[config.mk]
export PLATFORM = sky130hd
export DESIGN_NAME = servo_duty_linear_ramp
export DESIGN_NICKNAME = d
export VERILOG_FILES = /design/src/sv/sdlr_pkg.sv /design/src/sv/sdlr_ctrl.sv /design/src/sv/sdlr_dpath.sv /design/src/sv/servo_duty_linear_ramp.sv
export SDC_FILE = /design/constraint.sdc
export NUM_CORES = 1
export LEC_CHECK = 0
export ABC_CLOCK_PERIOD_IN_PS = 13300
export BUFFER_PORTS_ARGS = -buffer_cell sky130_fd_sc_hd__buf_2
export CAP_MARGIN = 20
export CORE_MARGIN = 2
export CORE_UTILIZATION = 50
export CTS_CLUSTER_SIZE = 30
export DETAILED_ROUTE_END_ITERATION = 10
export PLACE_DENSITY = 0.66
export RECOVER_POWER = 100
export SETUP_SLACK_MARGIN = 0.3
export SLEW_MARGIN = 20
export SYNTH_ARGS = -nofsm -noshare
export SYNTH_HDL_FRONTEND = slang
export SYNTH_SLANG_ARGS = --single-unit
[constraint.sdc]
create_clock -name i_clk -period 13.3 [get_ports i_clk]
set_clock_uncertainty 0.2 [all_clocks]
set_input_delay 1.995 -clock i_clk [delete_from_list [all_inputs] [get_ports i_clk]]
set_output_delay 1.995 -clock i_clk [all_outputs]
set_load 0.005 [all_outputs]
[src/sv/sdlr_pkg.sv]
// Shared types and constants for the servo duty linear ramp block.
// No dependencies; used by sdlr_ctrl, sdlr_dpath and servo_duty_linear_ramp.
package sdlr_pkg;

    localparam int LEN_W  = 16;   // ramp length / elapsed count width
    localparam int DUTY_W = 10;   // duty compare value width
    localparam int PROD_W = LEN_W + DUTY_W;
    localparam int NUM_W  = PROD_W + 1;
    localparam int CFG_IDX_W  = 2;
    localparam int CFG_DATA_W = LEN_W;

    // one quotient bit per divider step; quotient never exceeds the duty range
    localparam int DIV_STEPS = DUTY_W;
    localparam int STEP_W    = $clog2(DIV_STEPS);

    // register indexes
    localparam logic [CFG_IDX_W-1:0] CFG_RAMP_LENGTH = 2'd0;
    localparam logic [CFG_IDX_W-1:0] CFG_LOW_DUTY    = 2'd1;
    localparam logic [CFG_IDX_W-1:0] CFG_HIGH_DUTY   = 2'd2;

    // reset values
    localparam logic [LEN_W-1:0]  RST_RAMP_LENGTH = 16'd600;
    localparam logic [DUTY_W-1:0] RST_LOW_DUTY    = 10'd49;
    localparam logic [DUTY_W-1:0] RST_HIGH_DUTY   = 10'd98;

    // controller -> datapath commands
    typedef struct packed {
        logic load;      // capture tick, update ramp state
        logic mul_a;     // start * (len - p)
        logic mul_b;     // add target * p, seed divider
        logic div_step;  // one restoring division step
        logic fin;       // write present duty and output register
    } t_cmd;

    // datapath -> controller status
    typedef struct packed {
        logic out_free;  // output register can take a result this cycle
    } t_status;

endpackage

[src/sv/sdlr_ctrl.sv]
// Controller state machine for the servo duty linear ramp block.
// Depends on sdlr_pkg; drives sdlr_dpath through t_cmd / t_status.
module sdlr_ctrl (
    input  logic              i_clk,
    input  logic              i_rst_n,
    input  logic              i_in_valid,
    output logic              o_in_ready,
    input  sdlr_pkg::t_status i_status,
    output sdlr_pkg::t_cmd    o_cmd
);

    typedef enum logic [4:0] {
        S_IDLE  = 5'b00001,
        S_MUL_A = 5'b00010,
        S_MUL_B = 5'b00100,
        S_DIV   = 5'b01000,
        S_FIN   = 5'b10000
    } t_state;

    t_state r_state, n_state;
    logic [sdlr_pkg::STEP_W-1:0] r_step, n_step;
    logic step_last;

    assign step_last  = (r_step == sdlr_pkg::STEP_W'(sdlr_pkg::DIV_STEPS - 1));
    assign o_in_ready = (r_state == S_IDLE);

    always_comb begin
        n_state = r_state;
        n_step  = r_step;
        o_cmd   = '0;
        case (r_state)
            S_IDLE: begin
                if (i_in_valid) begin
                    o_cmd.load = 1'b1;
                    n_state    = S_MUL_A;
                end
            end
            S_MUL_A: begin
                o_cmd.mul_a = 1'b1;
                n_state     = S_MUL_B;
            end
            S_MUL_B: begin
                o_cmd.mul_b = 1'b1;
                n_step      = '0;
                n_state     = S_DIV;
            end
            S_DIV: begin
                o_cmd.div_step = 1'b1;
                if (step_last) begin
                    n_state = S_FIN;
                end else begin
                    n_step = r_step + 1'b1;
                end
            end
            S_FIN: begin
                if (i_status.out_free) begin
                    o_cmd.fin = 1'b1;
                    n_state   = S_IDLE;
                end
            end
            default: begin
                n_state = S_IDLE;
            end
        endcase
    end

    always_ff @(posedge i_clk) begin
        if (!i_rst_n) begin
            r_state <= S_IDLE;
            r_step  <= '0;
        end else begin
            r_state <= n_state;
            r_step  <= n_step;
        end
    end

`ifndef SYNTHESIS
    a_accept_starts: assert property (@(posedge i_clk) disable iff (!i_rst_n)
        (i_in_valid && o_in_ready) |=> (r_state == S_MUL_A))
        else $error("accepted tick did not start the multiply");
    a_fin_needs_room: assert property (@(posedge i_clk) disable iff (!i_rst_n)
        o_cmd.fin |-> i_status.out_free)
        else $error("result written while output register busy");
    a_step_bound: assert property (@(posedge i_clk) disable iff (!i_rst_n)
        (r_state == S_DIV) |->
            (r_step <= sdlr_pkg::STEP_W'(sdlr_pkg::DIV_STEPS - 1)))
        else $error("divider step count overran");
`endif

endmodule

[src/sv/sdlr_dpath.sv]
// Datapath for the servo duty linear ramp block: config registers, ramp
// state, multiply, restoring divider and output register.
// Depends on sdlr_pkg; commanded by sdlr_ctrl.
module sdlr_dpath (
    input  logic                              i_clk,
    input  logic                              i_rst_n,
    input  logic                              i_cfg_we,
    input  logic [sdlr_pkg::CFG_IDX_W-1:0]    i_cfg_idx,
    input  logic [sdlr_pkg::CFG_DATA_W-1:0]   i_cfg_data,
    input  logic                              i_crossing_active,
    input  sdlr_pkg::t_cmd                    i_cmd,
    output sdlr_pkg::t_status                 o_status,
    output logic                              o_out_valid,
    input  logic                              i_out_ready,
    output logic [sdlr_pkg::DUTY_W-1:0]       o_duty_out,
    output logic                              o_ramp_done
);

    logic [sdlr_pkg::LEN_W-1:0]  r_len;
    logic [sdlr_pkg::DUTY_W-1:0] r_low, r_high;
    logic [sdlr_pkg::DUTY_W-1:0] r_present, r_start, r_target;
    logic [sdlr_pkg::LEN_W-1:0]  r_elapsed;
    logic                        r_rising, r_falling;
    logic [sdlr_pkg::PROD_W-1:0] r_prod;
    logic [sdlr_pkg::LEN_W-1:0]  r_rem;
    logic [sdlr_pkg::DUTY_W-1:0] r_quo;
    logic                        r_out_valid;
    logic [sdlr_pkg::DUTY_W-1:0] r_out_duty;
    logic                        r_out_done;

    logic                        start_rise, start_fall;
    logic [sdlr_pkg::LEN_W-1:0]  elapsed_base, n_elapsed;
    logic [sdlr_pkg::LEN_W-1:0]  p, rest;
    logic [sdlr_pkg::NUM_W-1:0]  num;
    logic [sdlr_pkg::LEN_W:0]    trial, diff;
    logic                        ge;
    logic [sdlr_pkg::DUTY_W-1:0] duty;

    // ramp restart on flag edge (also first tick after reset)
    assign start_rise   = i_crossing_active && !r_rising;
    assign start_fall   = !i_crossing_active && !r_falling;
    assign elapsed_base = (start_rise || start_fall) ? '0 : r_elapsed;
    assign n_elapsed    = (elapsed_base < r_len) ? elapsed_base + 1'b1 : elapsed_base;

    // p = min(elapsed, len)
    assign p    = (r_elapsed < r_len) ? r_elapsed : r_len;
    assign rest = r_len - p;
    assign num  = sdlr_pkg::NUM_W'(r_prod)
                + sdlr_pkg::NUM_W'(sdlr_pkg::PROD_W'(r_target) * sdlr_pkg::PROD_W'(p));

    // restoring step: dividend low bits shift out of r_quo, quotient bits in
    assign trial = {r_rem, r_quo[sdlr_pkg::DUTY_W-1]};
    assign diff  = trial - {1'b0, r_len};
    assign ge    = (trial >= {1'b0, r_len});

    // zero length: ramp counts as complete, no division
    assign duty = (r_len == '0) ? r_target : r_quo;

    assign o_status.out_free = !r_out_valid || i_out_ready;
    assign o_out_valid = r_out_valid;
    assign o_duty_out  = r_out_duty;
    assign o_ramp_done = r_out_done;

    always_ff @(posedge i_clk) begin
        if (!i_rst_n) begin
            r_len       <= sdlr_pkg::RST_RAMP_LENGTH;
            r_low       <= sdlr_pkg::RST_LOW_DUTY;
            r_high      <= sdlr_pkg::RST_HIGH_DUTY;
            r_present   <= sdlr_pkg::RST_LOW_DUTY;
            r_start     <= sdlr_pkg::RST_LOW_DUTY;
            r_target    <= sdlr_pkg::RST_LOW_DUTY;
            r_elapsed   <= '0;
            r_rising    <= 1'b0;
            r_falling   <= 1'b0;
            r_out_valid <= 1'b0;
        end else begin
            if (i_cfg_we) begin
                case (i_cfg_idx)
                    sdlr_pkg::CFG_RAMP_LENGTH: r_len  <= i_cfg_data;
                    sdlr_pkg::CFG_LOW_DUTY:    r_low  <= i_cfg_data[sdlr_pkg::DUTY_W-1:0];
                    sdlr_pkg::CFG_HIGH_DUTY:   r_high <= i_cfg_data[sdlr_pkg::DUTY_W-1:0];
                    default: ;
                endcase
            end
            if (i_cmd.load) begin
                r_elapsed <= n_elapsed;
                if (start_rise) begin
                    r_start   <= r_present;
                    r_target  <= r_high;
                    r_rising  <= 1'b1;
                    r_falling <= 1'b0;
                end else if (start_fall) begin
                    r_start   <= r_present;
                    r_target  <= r_low;
                    r_falling <= 1'b1;
                    r_rising  <= 1'b0;
                end
            end
            if (i_cmd.fin) begin
                r_present   <= duty;
                r_out_valid <= 1'b1;
            end else if (i_out_ready) begin
                r_out_valid <= 1'b0;
            end
        end
    end

    always_ff @(posedge i_clk) begin
        if (i_cmd.mul_a) begin
            r_prod <= sdlr_pkg::PROD_W'(r_start) * sdlr_pkg::PROD_W'(rest);
        end
        if (i_cmd.mul_b) begin
            // top bits are below len, so they fit the remainder
            r_rem <= num[sdlr_pkg::LEN_W+sdlr_pkg::DUTY_W-1:sdlr_pkg::DUTY_W];
            r_quo <= num[sdlr_pkg::DUTY_W-1:0];
        end else if (i_cmd.div_step) begin
            r_rem <= ge ? diff[sdlr_pkg::LEN_W-1:0] : trial[sdlr_pkg::LEN_W-1:0];
            r_quo <= {r_quo[sdlr_pkg::DUTY_W-2:0], ge};
        end
        if (i_cmd.fin) begin
            r_out_duty <= duty;
            r_out_done <= (r_elapsed >= r_len);
        end
    end

`ifndef SYNTHESIS
    a_rem_below_len: assert property (@(posedge i_clk) disable iff (!i_rst_n)
        (i_cmd.div_step && (r_len != '0)) |-> (r_rem < r_len))
        else $error("divider remainder not below ramp length");
    a_duty_in_span: assert property (@(posedge i_clk) disable iff (!i_rst_n)
        (i_cmd.fin && (r_len != '0)) |->
            ((r_quo >= r_start || r_quo >= r_target) &&
             (r_quo <= r_start || r_quo <= r_target)))
        else $error("ramp duty outside start/target span");
`endif

endmodule

[src/sv/servo_duty_linear_ramp.sv]
// Per tick: capture, multiply (start term, then target term), the 10-step
// restoring divider and the output write; one item in flight at a time.
// A new tick is taken while the previous result waits in the output register;
// the result write itself waits until the output register is free.
// Reset (i_rst_n, synchronous, active low) restores the config registers to
// 600/49/98, duty state to 49, clears elapsed count, flags and valid.
module servo_duty_linear_ramp (
    input  logic                            i_clk,
    input  logic                            i_rst_n,
    // configuration write port
    input  logic                            i_cfg_we,
    input  logic [sdlr_pkg::CFG_IDX_W-1:0]  i_cfg_idx,
    input  logic [sdlr_pkg::CFG_DATA_W-1:0] i_cfg_data,
    // tick input channel
    input  logic                            i_in_valid,
    output logic                            o_in_ready,
    input  logic                            i_crossing_active,
    // result channel
    output logic                            o_out_valid,
    input  logic                            i_out_ready,
    output logic [sdlr_pkg::DUTY_W-1:0]     o_duty_out,
    output logic                            o_ramp_done
);

    // command / status between controller and datapath
    sdlr_pkg::t_cmd    cmd;
    sdlr_pkg::t_status status;

    // sequencer: idle -> multiply (2) -> divide (10) -> write result
    sdlr_ctrl u_ctrl (
        .i_clk      (i_clk),
        .i_rst_n    (i_rst_n),
        .i_in_valid (i_in_valid),
        .o_in_ready (o_in_ready),
        .i_status   (status),
        .o_cmd      (cmd)
    );

    // ramp state, interpolation arithmetic and output register; the output
    // register decouples the result transfer from the next input transfer
    sdlr_dpath u_dpath (
        .i_clk             (i_clk),
        .i_rst_n           (i_rst_n),
        .i_cfg_we          (i_cfg_we),
        .i_cfg_idx         (i_cfg_idx),
        .i_cfg_data        (i_cfg_data),
        .i_crossing_active (i_crossing_active),
        .i_cmd             (cmd),
        .o_status          (status),
        .o_out_valid       (o_out_valid),
        .i_out_ready       (i_out_ready),
        .o_duty_out        (o_duty_out),
        .o_ramp_done       (o_ramp_done)
    );

endmodule

* After elaboration in Yosys (flattened, before gate mapping)
Index checks and enable logic that the tools add are counted.
Word-level totals: flip-flop bits (word level) 157, bits of input ports 24, output and inout port bits 13
Operators by class: multiply operators 2, $add $sub $neg 5, mux-type cells 32, order comparisons 4, equal/unequal tests 12, reduce and logical (&&, ||, !) cells 20
Operators with widths (number):
- 16-bit 2-to-1 mux | 6
- 10-bit 2-to-1 mux | 7
- 10-bit by 16-bit multiplier with 26-bit output | 2
- 16-bit less-than comparator | 2
- 16-bit subtractor | 2
- 26-bit adder | 1
- 5-bit case mux with 5 select lines | 1
- 17-bit by 16-bit greater-or-equal comparator with 1-bit output | 1
- 16-bit by 1-bit adder with 16-bit output (second input constant) | 1
- 16-bit greater-or-equal comparator | 1
- 16-bit logical NOT | 1
- 5-bit 2-to-1 mux | 3
- 1-bit 2-to-1 mux | 13
- 2-bit AND reduction | 5
- 4-bit case mux with 2 select lines | 1
- 2-bit nonzero test | 4
- 2-bit inequality test (second input constant) | 3
- 5-bit by 1-bit == test with 1-bit output (second input constant) | 1
- 5-bit by 2-bit == test with 1-bit output (second input constant) | 1
- 5-bit by 3-bit == test with 1-bit output (second input constant) | 1
- 5-bit by 4-bit == test with 1-bit output (second input constant) | 1
- 5-bit == test (second input constant) | 1
- 4-bit by 1-bit adder with 4-bit output (second input constant) | 1
- 4-bit == test (second input constant) | 1
- other kinds (9) | 14

* Depth between registers and ports, before layout
depth in word-level cells 6, depth in mapped cells 42, depth with buffers taken out 40

* Modules after synthesis
From an unflattened synthesis, not the netlist that was laid out.
Second synthesis, totals: cells, all modules 2146, area, all modules 19421.1 sq um
By module, submodules not included:
- sdlr_dpath | area each 18770.5 sq um, times used 1, cells each 2065
- sdlr_ctrl | area each 650.6 sq um, times used 1, cells each 81

* Worst setup path before layout
Ideal clock, no wire load.
kind reg-to-reg, start point reg u_dpath.r_len[1] (netlist bit), end point reg u_dpath.r_prod[25] (netlist bit), data pin, slack 4.006 ns, period minus slack after synthesis 9.294 ns, cell stages (with the launch flop) 42, data arrival time 8.834 ns, cell sequence dfxtp_1 -> inv_1 -> ha_1 -> nor2b_1 -> o21ai_0 -> nand2b_1 -> a21oi_1 -> o21ai_0 -> a21oi_1 -> clkbuf_1 -> nand2_1 -> o21ai_0 -> buf_2 -> ha_1 -> inv_1 -> fa_1 -> a21o_1 -> a21o_1 -> (+6 left out) -> fa_1 -> inv_1 -> fa_1 -> fa_1 -> fa_1 -> inv_1 -> fa_1 -> inv_1 -> ha_1 -> nand2_1 -> a2111oi_0 -> o31ai_1 -> nand3_1 -> nand2_1 -> o31ai_1 -> a211o_1 -> a21oi_1 -> xnor2_1
On the way: longest elaborated chain between the ends 4
Ends and longest elaborated chain:
- start, declared | RTL line sdlr_dpath.sv:19 | logic [sdlr_pkg::LEN_W-1:0] r_len;
- start signal, assigned | RTL line sdlr_dpath.sv:66 | r_len <= sdlr_pkg::RST_RAMP_LENGTH;
- start signal, assigned | RTL line sdlr_dpath.sv:79 | sdlr_pkg::CFG_RAMP_LENGTH: r_len <= i_cfg_data;
- 16-bit less-than comparator | RTL line sdlr_dpath.sv:46 | assign p = (r_elapsed < r_len) ? r_elapsed : r_len;
- 16-bit 2-to-1 mux | RTL line sdlr_dpath.sv:46
- 16-bit subtractor (*) | RTL line sdlr_dpath.sv:47 | assign rest = r_len - p;
- 10-bit by 16-bit multiplier with 26-bit output (*) | RTL line sdlr_dpath.sv:110 | r_prod <= sdlr_pkg::PROD_W'(r_start) * sdlr_pkg::PROD_W'(rest);
- end signal, assigned | RTL line sdlr_dpath.sv:110
- end, declared | RTL line sdlr_dpath.sv:24 | logic [sdlr_pkg::PROD_W-1:0] r_prod;
Mark *: on every way between the ends. The rest lies on a longest branch, timed or not. A chain may end at the register's enable or synchronous reset.

* Final worst setup path
Same ends and word-level chain as after synthesis.

==> impl_metrics.prom <==
# TYPE chip_impl_metric gauge
chip_impl_metric{name="synth_edf_count",unit=""} 63
chip_impl_metric{name="cts_setup_buffers",unit=""} 0
chip_impl_metric{name="hold_viol",unit=""} 0
chip_impl_metric{name="yosys.area_share.xor_xnor",unit="%"} 3.73
chip_impl_metric{name="yosys_cell_types",unit=""} 79
chip_impl_metric{name="post_drt_wl_per_cell",unit="um"} 18.8
chip_impl_metric{name="die_area",unit="um^2"} 40500
chip_impl_metric{name="yosys.area_share.adder",unit="%"} 37.3
chip_impl_metric{name="number_of_antenna_cells_inserted",unit=""} 0
chip_impl_metric{name="worst-endpoint-required",unit="ns"} 13.29
chip_impl_metric{name="via_per_inst",unit=""} 5.56
chip_impl_metric{name="final_period_utilization",unit="%"} 84.2
chip_impl_metric{name="finalSetupViolCount",unit=""} 0
chip_impl_info{name="failed_checks",value="capacitance limit, slew limit"} 1
chip_impl_metric{name="grt_first_pass_wirelength",unit="mm"} 83.2
chip_impl_info{name="synth_top_family_by_area",value="adder cells"} 1
chip_impl_metric{name="initial_util",unit="%"} 50.5
chip_impl_metric{name="vias_after_detailed_routing",unit=""} 15000
chip_impl_metric{name="postSynthNetCount",unit=""} 2626
chip_impl_metric{name="design.core.area",unit="um^2"} 38600
chip_impl_info{name="cts_root_buffer",value="sky130_fd_sc_hd__clkbuf_16"} 1
chip_impl_metric{name="synth.yosys.warnings",unit=""} 0
chip_impl_metric{name="place.gp.congestion",unit=""} 0.923
chip_impl_metric{name="postRouteAntennaNets",unit=""} 0
chip_impl_metric{name="clk_pin_slew",unit="ns"} 0.07
chip_impl_metric{name="synthSimpleGateAreaFrac",unit="%"} 18.7
chip_impl_metric{name="tightestPinTransition",unit="ns"} 3.86
chip_impl_metric{name="drv.max_cap_violation_count",unit=""} 5
chip_impl_metric{name="power.total",unit="mW"} 1.72
chip_impl_metric{name="clk_latency",unit="ns"} 0.45
chip_impl_metric{name="syn2layout_area_growth",unit="%"} 6.12
chip_impl_metric{name="max-slew-margin-rel",unit="%"} -157
chip_impl_metric{name="netlist_instances",unit=""} 2170
chip_impl_metric{name="grt_overflow_total",unit=""} 0
chip_impl_metric{name="synthArstFlopShare",unit="%"} 0
chip_impl_metric{name="synth.area.mux_share",unit="%"} 2.16
chip_impl_metric{name="via_count_of_the_first_global_routing_pass",unit=""} 15500
chip_impl_metric{name="portBuffers",unit=""} 36
chip_impl_info{name="worst_path_dominant_cell_family",value="adder cells"} 1
chip_impl_metric{name="largest_net_degree_at_the_start_of_global_routing",unit=""} 100
chip_impl_metric{name="tritoncts.num_buffers",unit=""} 17
chip_impl_metric{name="drt_first_iter_violations",unit=""} 1112
chip_impl_info{name="critical_path.startpoint_type",value="flop"} 1
chip_impl_metric{name="synthesized_area_fraction_occupied_by_ao_oa_aoi_and_oai_cells",unit="%"} 10.9
chip_impl_metric{name="worst_path_largest_cell_delay",unit="ns"} 0.76
chip_impl_metric{name="holdBufCountCts",unit=""} 0
chip_impl_metric{name="static_leakage",unit="nW"} 9.54
chip_impl_metric{name="die-width",unit="um"} 201
chip_impl_metric{name="synth-seq-area-share",unit="%"} 19.4
chip_impl_metric{name="netlist_area",unit="um^2"} 19500
chip_impl_metric{name="chipHeight",unit="um"} 201
chip_impl_info{name="worstHoldPathType",value="reg -> reg"} 1
chip_impl_metric{name="layout.cell_area.non_filler",unit="um^2"} 20600
chip_impl_metric{name="post_synth.cell_area_avg",unit="um^2"} 8.97
chip_impl_metric{name="cp.buffers_inverters",unit=""} 6
chip_impl_metric{name="cts.sinks",unit=""} 157
chip_impl_metric{name="hold_ws",unit="ns"} 0.273
chip_impl_metric{name="maxClockFrequency",unit="MHz"} 89.3
chip_impl_metric{name="tns",unit="ns"} 0
chip_impl_metric{name="htreeDepth",unit=""} 4
chip_impl_info{name="crit_slowest_cell",value="sky130_fd_sc_hd__clkbuf_1"} 1
chip_impl_info{name="grt_busiest_layer",value="met2"} 1
chip_impl_metric{name="global_route.usage.met3",unit="%"} 3.43
chip_impl_metric{name="timing_max_transition_violations_final",unit=""} 179
chip_impl_info{name="rsz_0062_raised_after_global_routing",value="no"} 1
chip_impl_metric{name="power.ir.vdd_worst",unit="uV"} 77.9
chip_impl_info{name="tritoncts",value="done"} 1
chip_impl_metric{name="cts_resized",unit=""} 0
chip_impl_metric{name="fp-row-count",unit=""} 72
chip_impl_metric{name="nets",unit=""} 2625
chip_impl_metric{name="drt_drc_violations_left",unit=""} 0
chip_impl_metric{name="final_routed_wirelength_across_all_metal_layers",unit="mm"} 50.7
chip_impl_metric{name="ios",unit=""} 37
chip_impl_metric{name="grtUsageTotal",unit="%"} 26.2
chip_impl_metric{name="period_needed",unit="ns"} 11.20
chip_impl_metric{name="ctsLongestPathBuffers",unit=""} 2
chip_impl_info{name="layout_commonest_cell",value="sky130_fd_sc_hd__nand2_1"} 1
chip_impl_info{name="synth_top_flop_cell",value="sky130_fd_sc_hd__dfxtp_1"} 1
chip_impl_metric{name="dpl-instance-area",unit="um^2"} 20200
chip_impl_metric{name="power_per_cell_area",unit="nW/um^2"} 83.4
chip_impl_metric{name="postLayoutSetupSlackWorst",unit="ns"} 2.10
chip_impl_metric{name="drt_pass1_iterations",unit=""} 5
chip_impl_info{name="timing.critical_path.to_type",value="flop"} 1
chip_impl_metric{name="gr-usage-met2",unit="%"} 42.5
chip_impl_metric{name="global_route.usage.met1",unit="%"} 36.6
chip_impl_info{name="status",value="complete, but fails checks"} 1
chip_impl_metric{name="synthesis_stage_register_bit_count",unit=""} 157
chip_impl_metric{name="grt_antenna_before_repair",unit=""} 2
chip_impl_metric{name="dpl.hpwl",unit="mm"} 40.1
chip_impl_metric{name="crit_path_max_fanout",unit=""} 27
chip_impl_metric{name="post-place-ws",unit="ns"} 2.85
chip_impl_info{name="mostFrequentLayoutCells",value="sky130_fd_sc_hd__nand2_1 (357), sky130_fd_sc_hd__inv_1 (317), sky130_fd_sc_hd__fa_1 (247)"} 1
chip_impl_info{name="path_class",value="reg -> reg"} 1
chip_impl_metric{name="crit_arrival",unit="ns"} 11.19
chip_impl_metric{name="final_layout_size_suffix_gt1_share",unit="%"} 4.72
per-layer routing:
metal	routed length [um]	vias up
li1	-	7021
met1	22600	7488
met2	23700	416
met3	2940	79
met4	1430	4
met5	23	-
worst min-delay path: stages (launching register included):
cell and delay [ns]:
sky130_fd_sc_hd__dfxtp_1 0.31, sky130_fd_sc_hd__nand2_1 0.04, sky130_fd_sc_hd__a21boi_0 0.06
cells in the mapped netlist, types with 14 or more instances:
master                     count  share of area, %
sky130_fd_sc_hd__fa_1        247                25
sky130_fd_sc_hd__a21o_1       27               1.0
sky130_fd_sc_hd__edfxtp_1     63               9.7
sky130_fd_sc_hd__o211ai_1     14              0.54
sky130_fd_sc_hd__o21ai_0      51               1.3
sky130_fd_sc_hd__mux2i_1      26               1.3
sky130_fd_sc_hd__xnor2_1      58               2.6
sky130_fd_sc_hd__o21a_1       14              0.54
sky130_fd_sc_hd__ha_1        185                12
sky130_fd_sc_hd__a21oi_1      77               2.0
sky130_fd_sc_hd__dfxtp_1      94               9.7
sky130_fd_sc_hd__inv_1       317               6.1
sky130_fd_sc_hd__clkbuf_1     70               1.4
sky130_fd_sc_hd__nor2_1       62               1.2
sky130_fd_sc_hd__nor3_1       21              0.54
sky130_fd_sc_hd__nand3_1      45               1.2
sky130_fd_sc_hd__a21boi_0     39               1.5
sky130_fd_sc_hd__and2_1      163               5.2
sky130_fd_sc_hd__nand2_1     357               6.9
sky130_fd_sc_hd__nor2b_1      42               1.4
sky130_fd_sc_hd__xor2_1       23               1.0
cell families after synthesis:
| logic type | after synthesis |
|---|---|
| simple gates | 755 |
| fa+ha+maj | 432 |
| buf+inv | 398 |
| compound gates | 306 |
| flops | 157 |
| xor+xnor | 82 |
| mux | 40 |
final cells by class:
class / instances / area (um^2)
Clock buffer: 18 / 439
Clock inverter: 14 / 129
Fill cell: 3590 / 17900
Inverter: 317 / 1190
Multi-Input combinational cell: 1615 / 14100
Sequential cell: 157 / 3770
Tap cell: 518 / 648
Timing Repair Buffer: 61 / 334
through the flow:
stage / utilization (%) / cells
after CTS: 53.8 / 2699
after global placement: 52.3 / 2667
after detailed placement: 52.3 / 2667
after global routing: 53.6 / 2700
after floorplan: - / 2170
final: 53.6 / 2700
sequential cells by signal, indices dropped and copies added (netlist names), 4 cells and up:
name and cells:
u_dpath.r_target 10, u_dpath.o_duty_out 10, u_dpath.r_high 10, u_dpath.r_rem 16, u_dpath.r_prod 26, u_ctrl.r_step 4
u_ctrl.r_state 5, u_dpath.r_quo 10, u_dpath.r_len 16, u_dpath.r_present 10, u_dpath.r_start 10, u_dpath.r_low 10
u_dpath.r_elapsed 16
power by group:
part           internal [mW]  switching [mW]
Combinational          0.263           0.399
Clock                  0.267           0.229
Sequential             0.535          0.0287
path summary, 6_finish.rpt:
check | from | to | slack [ns] | depth (start not counted)
setup / recovery | u_dpath.r_len[1] | u_dpath.r_prod[25] | 2.10 | 38
hold / removal | u_dpath.r_low[8] | u_dpath.r_low[8] | 0.27 | 2
setup reg to reg | u_dpath.r_len[1] | u_dpath.r_prod[25] | 2.10 | 38
hold reg to reg | u_dpath.r_low[8] | u_dpath.r_low[8] | 0.27 | 2
No activity file was read; power rests on OpenSTA's default activity.
